**config.mk**
```make
export PLATFORM = sky130hd
export DESIGN_NAME = http_upgrade_header_stripper_unit
export DESIGN_NICKNAME = d
export VERILOG_FILES = /design/src/hdl/hus_pkg.sv /design/src/hdl/http_upgrade_header_stripper_unit.sv
export VERILOG_INCLUDE_DIRS = /design/src /design/src/hdl
export SDC_FILE = /design/constraint.sdc
export NUM_CORES = 1
export LEC_CHECK = 0
export BUFFER_PORTS_ARGS = -buffer_cell sky130_fd_sc_hd__clkbuf_2
export CAP_MARGIN = 20
export CORE_MARGIN = 4
export CORE_UTILIZATION = 54
export DETAILED_ROUTE_END_ITERATION = 16
export HOLD_SLACK_MARGIN = 0.03
export PLACE_DENSITY = 0.76
export SETUP_SLACK_MARGIN = 0.15
export SLEW_MARGIN = 20
export SYNTH_ARGS = -nofsm -noshare
export SYNTH_HDL_FRONTEND = slang
export SYNTH_SLANG_ARGS = --single-unit
```
**constraint.sdc**
```tcl
create_clock -name clk_i -period 3.5 [get_ports clk_i]
set_input_delay 0.35 -clock clk_i [delete_from_list [all_inputs] [get_ports clk_i]]
set_output_delay 0.35 -clock clk_i [all_outputs]
set_load 0.05 [all_outputs]
```
**src/hdl/http_upgrade_header_stripper_unit_defines.svh**
```systemverilog
// Assertion macros used by the upgrade header stripper RTL.
`ifndef HTTP_UPGRADE_HEADER_STRIPPER_UNIT_DEFINES_SVH
`define HTTP_UPGRADE_HEADER_STRIPPER_UNIT_DEFINES_SVH

// Same-cycle implication, sampled on clk_i and disabled during reset.
`define HUS_ASSERT_NOW(label, ante, cons, msg) \
  label: assert property (@(posedge clk_i) disable iff (!rst_ni) (ante) |-> (cons)) \
    else $error(msg);

// Next-cycle implication, sampled on clk_i and disabled during reset.
`define HUS_ASSERT_NEXT(label, ante, cons, msg) \
  label: assert property (@(posedge clk_i) disable iff (!rst_ni) (ante) |=> (cons)) \
    else $error(msg);

`endif

```
**src/hdl/hus_pkg.sv**
```systemverilog
// Types, constants and parse-step functions of the upgrade header stripper.
`default_nettype none

package hus_pkg;

  typedef enum logic [2:0] {
    PH_METHOD,
    PH_SKIP,
    PH_NAME,
    PH_VALUE,
    PH_PASS,
    PH_REJECT
  } phase_e;

  typedef enum logic [1:0] {
    KIND_PAYLOAD = 2'd0,
    KIND_ACCEPT  = 2'd1,
    KIND_REJECT  = 2'd2
  } kind_e;

  localparam logic [7:0] CharCr    = 8'h0d;
  localparam logic [7:0] CharLf    = 8'h0a;
  localparam logic [7:0] CharSpace = 8'h20;
  localparam logic [7:0] CharTab   = 8'h09;
  localparam logic [3:0] NameLen   = 4'd8;
  localparam logic [3:0] ValueLen  = 4'd9;
  localparam logic [1:0] MethodLen = 2'd3;

  typedef struct packed {
    phase_e     phase;
    logic [3:0] line_pos;
    logic       name_match;
    logic [3:0] value_idx;
    logic       value_ok;
    logic       up_acc;
    logic       cr_pending;
  } state_t;

  typedef struct packed {
    state_t     st;
    logic       emit;
    kind_e      kind;
    logic [7:0] data;
  } step_t;

  function automatic logic [7:0] upcase(logic [7:0] c);
    return (c >= 8'h61 && c <= 8'h7a) ? c - 8'd32 : c;
  endfunction

  function automatic logic [7:0] method_char(logic [1:0] idx);
    logic [7:0] ch;
    case (idx)
      2'd0:    ch = 8'h47;  // G
      2'd1:    ch = 8'h45;  // E
      2'd2:    ch = 8'h54;  // T
      default: ch = 8'h00;
    endcase
    return ch;
  endfunction

  function automatic logic [7:0] name_char(logic [2:0] idx);
    logic [7:0] ch;
    case (idx)
      3'd0:    ch = 8'h55;  // U
      3'd1:    ch = 8'h50;  // P
      3'd2:    ch = 8'h47;  // G
      3'd3:    ch = 8'h52;  // R
      3'd4:    ch = 8'h41;  // A
      3'd5:    ch = 8'h44;  // D
      3'd6:    ch = 8'h45;  // E
      3'd7:    ch = 8'h3a;  // :
      default: ch = 8'h00;
    endcase
    return ch;
  endfunction

  function automatic logic [7:0] value_char(logic [3:0] idx);
    logic [7:0] ch;
    case (idx)
      4'd0:    ch = 8'h77;  // w
      4'd1:    ch = 8'h65;  // e
      4'd2:    ch = 8'h62;  // b
      4'd3:    ch = 8'h73;  // s
      4'd4:    ch = 8'h6f;  // o
      4'd5:    ch = 8'h63;  // c
      4'd6:    ch = 8'h6b;  // k
      4'd7:    ch = 8'h65;  // e
      4'd8:    ch = 8'h74;  // t
      default: ch = 8'h00;
    endcase
    return ch;
  endfunction

  function automatic step_t quiet(state_t s);
    step_t r;
    r.st   = s;
    r.emit = 1'b0;
    r.kind = KIND_PAYLOAD;
    r.data = 8'h00;
    return r;
  endfunction

  function automatic step_t reject(state_t s);
    step_t r;
    r = quiet(s);
    r.st.phase      = PH_REJECT;
    r.st.value_ok   = 1'b0;
    r.st.cr_pending = 1'b0;
    r.emit          = 1'b1;
    r.kind          = KIND_REJECT;
    return r;
  endfunction

  // One character that does not end a line, in the skip, name or value phase.
  function automatic step_t ordinary(state_t s, logic [7:0] c);
    step_t r;
    logic  to_value;
    r        = quiet(s);
    to_value = 1'b0;
    case (s.phase)
      PH_NAME: begin
        if (s.up_acc || !s.name_match) begin
          r.st.phase = PH_SKIP;
        end else if (s.line_pos < NameLen) begin
          if (upcase(c) != name_char(s.line_pos[2:0])) begin
            r.st.name_match = 1'b0;
            r.st.phase      = PH_SKIP;
          end else begin
            r.st.line_pos = s.line_pos + 4'd1;
          end
        end else begin
          // The full name has matched; this character is the first of the value.
          r.st.phase     = PH_VALUE;
          r.st.value_idx = 4'd0;
          r.st.value_ok  = 1'b1;
          to_value       = 1'b1;
        end
      end
      PH_VALUE: to_value = 1'b1;
      default: ;
    endcase
    if (to_value) begin
      if (r.st.value_idx == 4'd0 && (c == CharSpace || c == CharTab)) begin
        r.st.value_idx = 4'd0;
      end else if (r.st.value_idx < ValueLen && c == value_char(r.st.value_idx)) begin
        r.st.value_idx = r.st.value_idx + 4'd1;
      end else begin
        r = reject(r.st);
      end
    end
    return r;
  endfunction

  function automatic step_t line_end(state_t s);
    step_t r;
    r = quiet(s);
    if (s.phase == PH_NAME && s.line_pos == 4'd0) begin
      if (!s.up_acc) begin
        r = reject(s);
      end else begin
        r.st.phase = PH_PASS;
        r.emit     = 1'b1;
        r.kind     = KIND_ACCEPT;
      end
    end else if (s.phase == PH_VALUE && (s.value_idx == 4'd0 || !s.value_ok)) begin
      r = reject(s);
    end else begin
      if (s.phase == PH_VALUE) begin
        r.st.up_acc = 1'b1;
      end
      r.st.phase      = PH_NAME;
      r.st.line_pos   = 4'd0;
      r.st.name_match = 1'b1;
    end
    return r;
  endfunction

  // Full processing of one stream byte.
  function automatic step_t parse_byte(state_t s, logic [7:0] c);
    step_t r;
    step_t cr;
    r  = quiet(s);
    cr = quiet(s);
    case (s.phase)
      PH_PASS: begin
        r.emit = 1'b1;
        r.kind = KIND_PAYLOAD;
        r.data = c;
      end
      PH_METHOD: begin
        if (s.line_pos > 4'd2 || upcase(c) != method_char(s.line_pos[1:0])) begin
          r = reject(s);
        end else if (s.line_pos[1:0] + 2'd1 == MethodLen) begin
          r.st.phase    = PH_SKIP;
          r.st.line_pos = 4'd0;
        end else begin
          r.st.line_pos = s.line_pos + 4'd1;
        end
      end
      PH_SKIP, PH_NAME, PH_VALUE: begin
        r.st.cr_pending = 1'b0;
        if (s.cr_pending && c == CharLf) begin
          r = line_end(r.st);
        end else begin
          // A held CR that is not followed by LF counts as an ordinary character.
          if (s.cr_pending) begin
            cr = ordinary(r.st, CharCr);
            r  = cr;
          end
          if (!cr.emit) begin
            if (c == CharCr) begin
              r.st.cr_pending = 1'b1;
            end else begin
              r = ordinary(r.st, c);
            end
          end
        end
      end
      default: ;
    endcase
    return r;
  endfunction

endpackage

`default_nettype wire

```
**src/hdl/http_upgrade_header_stripper_unit.sv**
```systemverilog
// Top level of the upgrade header stripper: input stage, parse step, result register.
// Checks that a connection opens with a GET request whose first Upgrade header carries
// a prefix of "websocket". Header bytes are consumed; at the blank line ending the
// header one accept transaction (tuser = 1) is sent and every later byte is forwarded
// as a payload transaction (tuser = 0). A failed check sends one reject transaction
// (tuser = 2) and all further bytes are swallowed until reset. One byte is taken per
// clock with no bubbles while the result register is not stalled; a byte enters an input
// register, is parsed combinationally against the parser state and lands in the result
// register. A stalled result register holds one byte in the input register and then
// stops taking bytes. Bytes that produce no result leave no transaction.
`default_nettype none

`include "http_upgrade_header_stripper_unit_defines.svh"

module http_upgrade_header_stripper_unit (
  input  wire logic       clk_i,
  input  wire logic       rst_ni,
  input  wire logic       s_axis_tvalid,
  output      logic       s_axis_tready,
  input  wire logic [7:0] s_axis_tdata,   // [7:0] stream_byte
  output      logic       m_axis_tvalid,
  input  wire logic       m_axis_tready,
  output      logic [7:0] m_axis_tdata,   // [7:0] payload_byte
  output      logic [1:0] m_axis_tuser    // [1:0] result_kind
);
  import hus_pkg::*;

  logic       in_valid_q;
  logic [7:0] in_byte_q;
  state_t     st_q, st_d;
  step_t      step;
  logic       advance;
  logic       out_valid_q, out_valid_d;
  logic [7:0] out_data_q, out_data_d;
  kind_e      out_kind_q, out_kind_d;

  // The parse step runs when a byte is buffered and the result register is free or is being emptied.
  assign advance       = in_valid_q && (!out_valid_q || m_axis_tready);
  assign s_axis_tready = !in_valid_q || advance;

  always_ff @(posedge clk_i or negedge rst_ni) begin
    if (!rst_ni) begin
      in_valid_q <= 1'b0;
    end else if (s_axis_tready) begin
      in_valid_q <= s_axis_tvalid;
    end
  end

  always_ff @(posedge clk_i) begin
    if (s_axis_tready && s_axis_tvalid) begin
      in_byte_q <= s_axis_tdata;
    end
  end

  // Next parser state.
  always_comb begin
    step = parse_byte(st_q, in_byte_q);
    st_d = advance ? step.st : st_q;
  end

  // Next result register contents.
  always_comb begin
    out_valid_d = out_valid_q && !m_axis_tready;
    out_data_d  = out_data_q;
    out_kind_d  = out_kind_q;
    if (advance && step.emit) begin
      out_valid_d = 1'b1;
      out_data_d  = step.data;
      out_kind_d  = step.kind;
    end
  end

  always_ff @(posedge clk_i or negedge rst_ni) begin
    if (!rst_ni) begin
      st_q.phase      <= PH_METHOD;
      st_q.line_pos   <= 4'd0;
      st_q.name_match <= 1'b0;
      st_q.value_idx  <= 4'd0;
      st_q.value_ok   <= 1'b0;
      st_q.up_acc     <= 1'b0;
      st_q.cr_pending <= 1'b0;
      out_valid_q     <= 1'b0;
    end else begin
      st_q        <= st_d;
      out_valid_q <= out_valid_d;
    end
  end

  always_ff @(posedge clk_i) begin
    out_data_q <= out_data_d;
    out_kind_q <= out_kind_d;
  end

  assign m_axis_tvalid = out_valid_q;
  assign m_axis_tdata  = out_data_q;
  assign m_axis_tuser  = out_kind_q;

  `HUS_ASSERT_NOW(a_no_result_after_reject, advance && st_q.phase == PH_REJECT, !step.emit,
                  "parser produced a result after rejecting the header")
  `HUS_ASSERT_NOW(a_accept_enters_pass, advance && step.emit && step.kind == KIND_ACCEPT,
                  step.st.phase == PH_PASS, "accept result without entering pass-through")
  `HUS_ASSERT_NOW(a_status_has_zero_data, out_valid_q && out_kind_q != KIND_PAYLOAD,
                  out_data_q == 8'h00, "status result carries nonzero data")
  `HUS_ASSERT_NEXT(a_input_stage_holds, in_valid_q && !advance, in_valid_q,
                   "buffered byte lost while the result register was stalled")

endmodule

`default_nettype wire

```
* Word level (Yosys, flattened, before mapping) *
Memories as Yosys holds them, arrays and structs flattened.
Index checks and enable logic that the tools add are counted.

storage, ports and cells
  ROM bits = 336
  register bits = 35
  input bits = 12
  logic and storage cells = 197
  output and inout port bits = 12
  memories kept = 4

operators by class
  muxes and demuxes = 99
  magnitude comparators = 7
  eq/ne operators = 29
  bitwise gates (word level) = 2
  reduce and logical (&&, ||, !) cells = 38
  add/subtract/negate cells = 6

memories
  memory           depth  bits a word  read ports  clocked after Yosys merged registers in  wr ports  line           text
  (no name shown)  16     7            1           0                                        0         hus_pkg.sv:79  case (idx)
  (no name shown)  16     7            1           0                                        0         hus_pkg.sv:79
  (no name shown)  8      7            1           0                                        0         hus_pkg.sv:63  case (idx)
  (no name shown)  8      7            1           0                                        0         hus_pkg.sv:63

operator list
  cell                                                 number
  2-to-1 mux 8 bit                                     29
  2-to-1 mux 26 bit                                    8
  2-to-1 mux 13 bit                                    9
  2-to-1 mux 14 bit                                    5
  case mux 11 bit (3 select lines)                     1
  case mux 15 bit (2 select lines)                     1
  equality test 8 x 4 -> 1 bit, second input constant  3
  2-to-1 mux 3 bit                                     8
  2-to-1 mux 4 bit                                     6
  2-to-1 mux 11 bit                                    2
  case mux 7 bit (3 select lines)                      1
  2-to-1 mux 10 bit                                    2
  2-to-1 mux 5 bit                                     4
  AND reduction 5 bit                                  4
  2-to-1 mux 1 bit                                     19
  adder 4 x 1 -> 4 bit, second input constant          4
  < comparator 4 bit, second input constant            4
  inequality test 8 bit                                2
  equality test 3 x 2 -> 1 bit, second input constant  4
  zero test 4 bit                                      3
  inequality test 3 bit, second input constant         4
  logical AND 1 bit                                    11
  equality test 4 x 8 -> 1 bit, first input constant   1
  equality test 8 x 6 -> 1 bit, second input constant  1
  other kinds (26)                                     45

* Logic depth before layout (Yosys ltp) *
An unclocked memory read counts as a cell.

  depth in word-level cells = 63
  gate-level depth with buffers = 13
  depth with buffers taken out = 12

* Worst setup path after synthesis *
No wires, ideal clock.

  kind = register -> register
  start point = register st_q[1] in the netlist's numbering
  end point = register out_data_q[0], in the netlist m_axis_tdata[0], enable pin
  required time = 3.173 ns
  library setup time = 0.327 ns
  slack = -0.312 ns
  path buffers = 1
  cell stages (with the launch flop) = 13
  data arrival time = 3.485 ns
  period minus slack after synthesis = 3.812 ns
  cells stage by stage = dfrtp_1 > clkbuf_1 > or3b_2 > nor2_1 > nor2_1 > ha_1 > nor4bb_1 > o22ai_1 > o221a_2 > a211oi_1 > nand3_1 > a22oi_1 > a21oi_1

between the ends
  word-level cells in the longest chain between the ends = 42
  elaborated cells on any way between the ends = 67
  classes of those cells = 1 x add/sub; 3 x order compare; 4 x eq/ne; 49 x mux; 8 x reduce/logical; 2 x memory

RTL lines
  element                               line                                     text
  start, declared                       http_upgrade_header_stripper_unit.sv:30  state_t st_q, st_d;
  start signal, assigned                http_upgrade_header_stripper_unit.sv:84  st_q <= st_d;
  logical OR 1 bit                      hus_pkg.sv:122                           if (s.up_acc || !s.name_match) begin
  2-to-1 mux 10 bit                     hus_pkg.sv:122
  2-to-1 mux 13 bit                     hus_pkg.sv:120                           case (s.phase)
  2-to-1 mux 13 bit                     hus_pkg.sv:206                           if (s.cr_pending) begin
  2-to-1 mux 13 bit                     hus_pkg.sv:202                           if (s.cr_pending && c == CharLf) begin
  2-to-1 mux 13 bit                     hus_pkg.sv:184                           case (s.phase)
  memory (16 x 7 bit)                   -
  2-to-1 mux 8 bit                      hus_pkg.sv:142                           if (to_value) begin
  [26 not listed]                       -
  2-to-1 mux 14 bit                     hus_pkg.sv:145                           end else if (r.st.value_idx < ValueLen && c == value_char(r.st.value_idx)) begin
  2-to-1 mux 14 bit                     hus_pkg.sv:143                           if (r.st.value_idx == 4'd0 && (c == CharSpace || c == CharTab)) begin
  2-to-1 mux 26 bit                     hus_pkg.sv:142
  2-to-1 mux 11 bit                     hus_pkg.sv:211                           if (c == CharCr) begin
  2-to-1 mux 26 bit (*)                 hus_pkg.sv:210                           if (!cr.emit) begin
  2-to-1 mux 26 bit (*)                 hus_pkg.sv:202
  case mux 11 bit (3 select lines) (*)  hus_pkg.sv:184
  logical AND 1 bit (*)                 http_upgrade_header_stripper_unit.sv:66  if (advance && step.emit) begin
  end signal, assigned                  http_upgrade_header_stripper_unit.sv:90  out_data_q <= out_data_d;
  end, declared                         http_upgrade_header_stripper_unit.sv:34  logic [7:0] out_data_q, out_data_d;

Mark *: on every way between the ends. The rest lies on a longest branch, timed or not. The select of a mux whose other input is x is not followed.
A chain may end at the register's enable or synchronous reset.

* Worst setup path in the final report *
  start point = register st_q[12] in the netlist's numbering
  end point = register out_data_q[1], in the netlist m_axis_tdata[1], enable pin

between the ends
  word-level cells in the longest chain between the ends = 41
  elaborated cells on any way between the ends = 76
  classes of those cells = 1 x add/sub; 3 x order compare; 8 x eq/ne; 51 x mux; 11 x reduce/logical; 2 x memory

RTL lines
  element                               line
  equality test 3 x 2 -> 1 bit          -
  2-to-1 mux 13 bit                     hus_pkg.sv:120
  2-to-1 mux 13 bit                     hus_pkg.sv:206
  2-to-1 mux 13 bit                     hus_pkg.sv:202
  2-to-1 mux 13 bit                     hus_pkg.sv:184
  memory (16 x 7 bit)                   -
  2-to-1 mux 8 bit                      hus_pkg.sv:142
  2-to-1 mux 8 bit                      hus_pkg.sv:206
  [25 not listed]                       -
  2-to-1 mux 14 bit                     hus_pkg.sv:145
  2-to-1 mux 14 bit                     hus_pkg.sv:143
  2-to-1 mux 26 bit                     hus_pkg.sv:142
  2-to-1 mux 11 bit                     hus_pkg.sv:211
  2-to-1 mux 26 bit                     hus_pkg.sv:210
  2-to-1 mux 26 bit                     hus_pkg.sv:202
  case mux 11 bit (3 select lines) (*)  hus_pkg.sv:184
  logical AND 1 bit (*)                 http_upgrade_header_stripper_unit.sv:66

Marks and branches as above.

==> impl_metrics.csv <==
group,metric,value,unit
outcome,outcome,"finished clean",
cells_and_area,multi_input_area,0.00171,mm²
routing,route.detailed.drc,0,
power_and_ir_drop,ir_drop,0.301,mV
routing,ant_nets,0,
worst_setup_path,crit_type,"reg2reg",
global_routing,grt_pass1_wl,11700,µm
min_path,hp-class,"in2reg",
routing,num_vias,2534,
worst_setup_path,required,3.53,ns
power_and_ir_drop,leakagePower,1.30,nW
global_routing,grt_start_max_net_pins,18,
routing,wirelength,7150,µm
sta,rsz0062_at_grt,"false",
global_routing,grt_pass1_vias,2364,
routing,dr.pass1.iters,5,
logic_synthesis,synth.distinct_cells,74,
floorplanning,placementRows,25,
routing,viasPerCell,6.29,
floorplanning,core_area,0.00485,mm²
cells_and_area,antennaDiodeCount,0,
floorplanning,die_x,79.8,µm
global_routing,track_usage,0.238,
cts,insertion_delay,0.29,ns
global_routing,antenna_found_initial,0,
global_routing,grt_overflow,0,
sta,finalHoldViolations,0,
cells_and_area,fillers,398,
cts,path_clk_slew,0.08,ns
place,portBuffers,23,
cts,clock_tree.buffer_depth,2,
cells_and_area,area_growth,14.2,%
routing,dr.first_iter.drc_count,356,
logic_synthesis,asyncSetResetFlopFracSynth,0.486,
cells_and_area,regArea,966,µm²
sta,fin_worst_skew,0.00596,ns
cts,cts_sinks,35,
power_and_ir_drop,power,1.63,mW
sta,post-route-period-util,0.922,
place,routabilityCongestion,0.998,
floorplanning,start_util,0.574,
sta,fin_crit,3.23,ns
logic_synthesis,ys_seq_area_frac,0.347,
sta,slew_headroom,0.403,
sta,final-setup-viol-count,0,
logic_synthesis,syn_inst,305,
place,hpwl,5220,µm
worst_setup_path,cp-start-kind,"flip-flop",
routing,wl_per_cell,17.8,µm
floorplanning,ios,24,
worst_setup_path,critPathArrivalTime,3.26,ns
logic_synthesis,ys_ff_latch,35,
cts,numCtsBuffers,5,
sta,maxSlewViolCount,0,
cts,cts_tree,"yes",
worst_setup_path,ff2ff_setup_slack,0.27,ns
logic_synthesis,syn-cell-area,0.00278,mm²
cells_and_area,layout-drive-gt1-share,0.214,
floorplanning,die_area,0.00637,mm²
logic_synthesis,avgSynthCellArea,9.13,µm²
cts,cts_root_buffer,"clkbuf_8",
sta,max_freq,310,MHz
logic_synthesis,synth_edf_count,18,
logic_synthesis,synth_warnings,0,
worst_setup_path,crit_path_end_kind,"flip-flop",
flow_run,cap_violations,0,
cells_and_area,final_nets,360,
logic_synthesis,syn_nets,330,
logic_synthesis,ys.flop_type,"edfxtp_1",
power_and_ir_drop,power_density,512,mW/mm²
sta,tightest_slew,0.886,ns
floorplanning,die_h,79.8,µm
sta,tns,0,ns
cts,cts-htree-levels,2,
worst_setup_path,crit_fanout,5,
-- timing repair --
item	4_1_cts	5_1_grt
buffers inserted	0	1
hold buffers	1	0
endpoints found under the hold margin	17	0
setup endpoints to repair	0	15
resized for setup	0	3
-- layout make-up --
class | count | area share
clock buffers | 6 | 0.0228
clock inverters | 2 | 0.0118
inverters | 21 | 0.0248
multi-input cells | 234 | 0.538
flip-flops and latches | 35 | 0.304
well taps | 67 | 0.0264
repair buffers | 38 | 0.0724
-- placed cells by master, fill, tap and decap left out, types with 8 or more instances in the layout --
cell      netlist  final
nor2_1         26     25
nand2_1        23     23
clkbuf_2        0     23
inv_1          21     21
edfxtp_1       18     18
dfrtp_1        17     17
buf_4           1     14
ha_1           13     13
nand3_1        12     12
o21ai_0        12     12
nor3_1         11     11
and3_1         10     10
a21oi_1        11     10
nand4_1         8      8
-- cells by family after synthesis --
logic type / count (synthesis) / share of synthesized area
buffers and inverters: 37 / 0.0580
AND/OR/NAND/NOR: 132 / 0.278
multiplexers: 6 / 0.0270
AO/OA/AOI/OAI: 74 / 0.204
flip-flops: 35 / 0.347
XOR/XNOR: 8 / 0.0279
adder cells (fa/ha/maj): 13 / 0.0584
-- metal layers --
layer,global-route usage,part of all wire,wire length (µm),vias up
li1,-,-,-,1203
met1,0.327,0.43,3090,1170
met2,0.376,0.46,3290,133
met3,0.0395,0.082,586,28
met4,0.0878,0.027,190,0
met5,0,0,0,-
-- critical path, cell delays in order, from the launching register on --
cell and delay [ns]:
dfrtp_1 0.38, or3b_4 0.44, nor2_4 0.13, nor2_1 0.08
ha_1 0.35, a21o_1 0.20, a211oi_1 0.25, xnor2_1 0.13
a211oi_2 0.24, nand3_1 0.17, a22oi_2 0.44, a21oi_4 0.14
-- state kept, by name, indices dropped and copies added (netlist names) --
name           cells
m_axis_tvalid      1
m_axis_tdata       8
st_q              15
in_byte_q          8
m_axis_tuser       2
in_valid_q         1
-- stage by stage --
step	setup slack, ns	cell area (µm²)	util	std cells	hold WS, ns
finish	0.271	3180	0.656	403	0.225
global route	0.145	3180	0.656	403	0.218
CTS	0.155	3150	0.649	401	0.219
detailed placement	0.179	3030	0.624	392	0.328
global placement	0.231	3030	0.624	392	0.323
floorplan	0.152	2810	-	305	0.0544
-- synthesized netlist by cell type, types with 2 or more instances --
master / instances / area [µm²]
nor4_4: 2 / 42.5
nor2b_1: 7 / 43.8
nand4_1: 8 / 50.1
dfrtp_1: 17 / 425
o22ai_1: 3 / 18.8
a22oi_1: 2 / 15.0
mux2i_1: 3 / 30.0
nand3_1: 12 / 60.1
inv_1: 21 / 78.8
a31oi_1: 5 / 31.3
a21o_1: 4 / 30.0
nand2_1: 23 / 86.3
and2_1: 2 / 12.5
ha_1: 13 / 163
xor2_1: 4 / 35.0
and3_1: 10 / 62.6
o31ai_1: 2 / 15.0
xnor2_1: 3 / 26.3
edfxtp_1: 18 / 541
o21a_1: 2 / 15.0
mux2_4: 3 / 45.0
nor2_1: 26 / 97.6
buf_6: 2 / 22.5
buf_2: 3 / 15.0
and3b_1: 2 / 17.5
nor4b_1: 2 / 17.5
o21ai_0: 12 / 60.1
nand3b_1: 2 / 15.0
nor4_1: 6 / 37.5
a2bb2oi_1: 3 / 26.3
nor3_1: 11 / 55.1
nand2b_1: 7 / 43.8
a21oi_1: 11 / 55.1
o211ai_1: 4 / 30.0
clkbuf_1: 10 / 37.5
a211oi_1: 2 / 15.0
-- report_power, final --
group	switching, mW	internal [mW]
registers	0.0425	0.509
logic	0.476	0.227
clock network	0.159	0.213
-- path summary, 6_finish.rpt --
check	start	endpoint	cells past startpoint
setup / recovery	st_q[12]$_DFFE_PN0P_	m_axis_tdata[1]$_SDFFCE_PP0P_	11
max in group asynchronous	rst_ni	st_q[7]$_DFFE_PN0P_	2
setup reg to reg	st_q[12]$_DFFE_PN0P_	m_axis_tdata[1]$_SDFFCE_PP0P_	11
hold / removal	s_axis_tdata[6]	in_byte_q[6]$_DFFE_PP_	1
min in group asynchronous	rst_ni	in_valid_q$_DFFE_PN0N_	2
hold reg to reg	st_q[2]$_DFFE_PN0P_	st_q[2]$_DFFE_PN0P_	2
(Power assumes the default switching activity.)
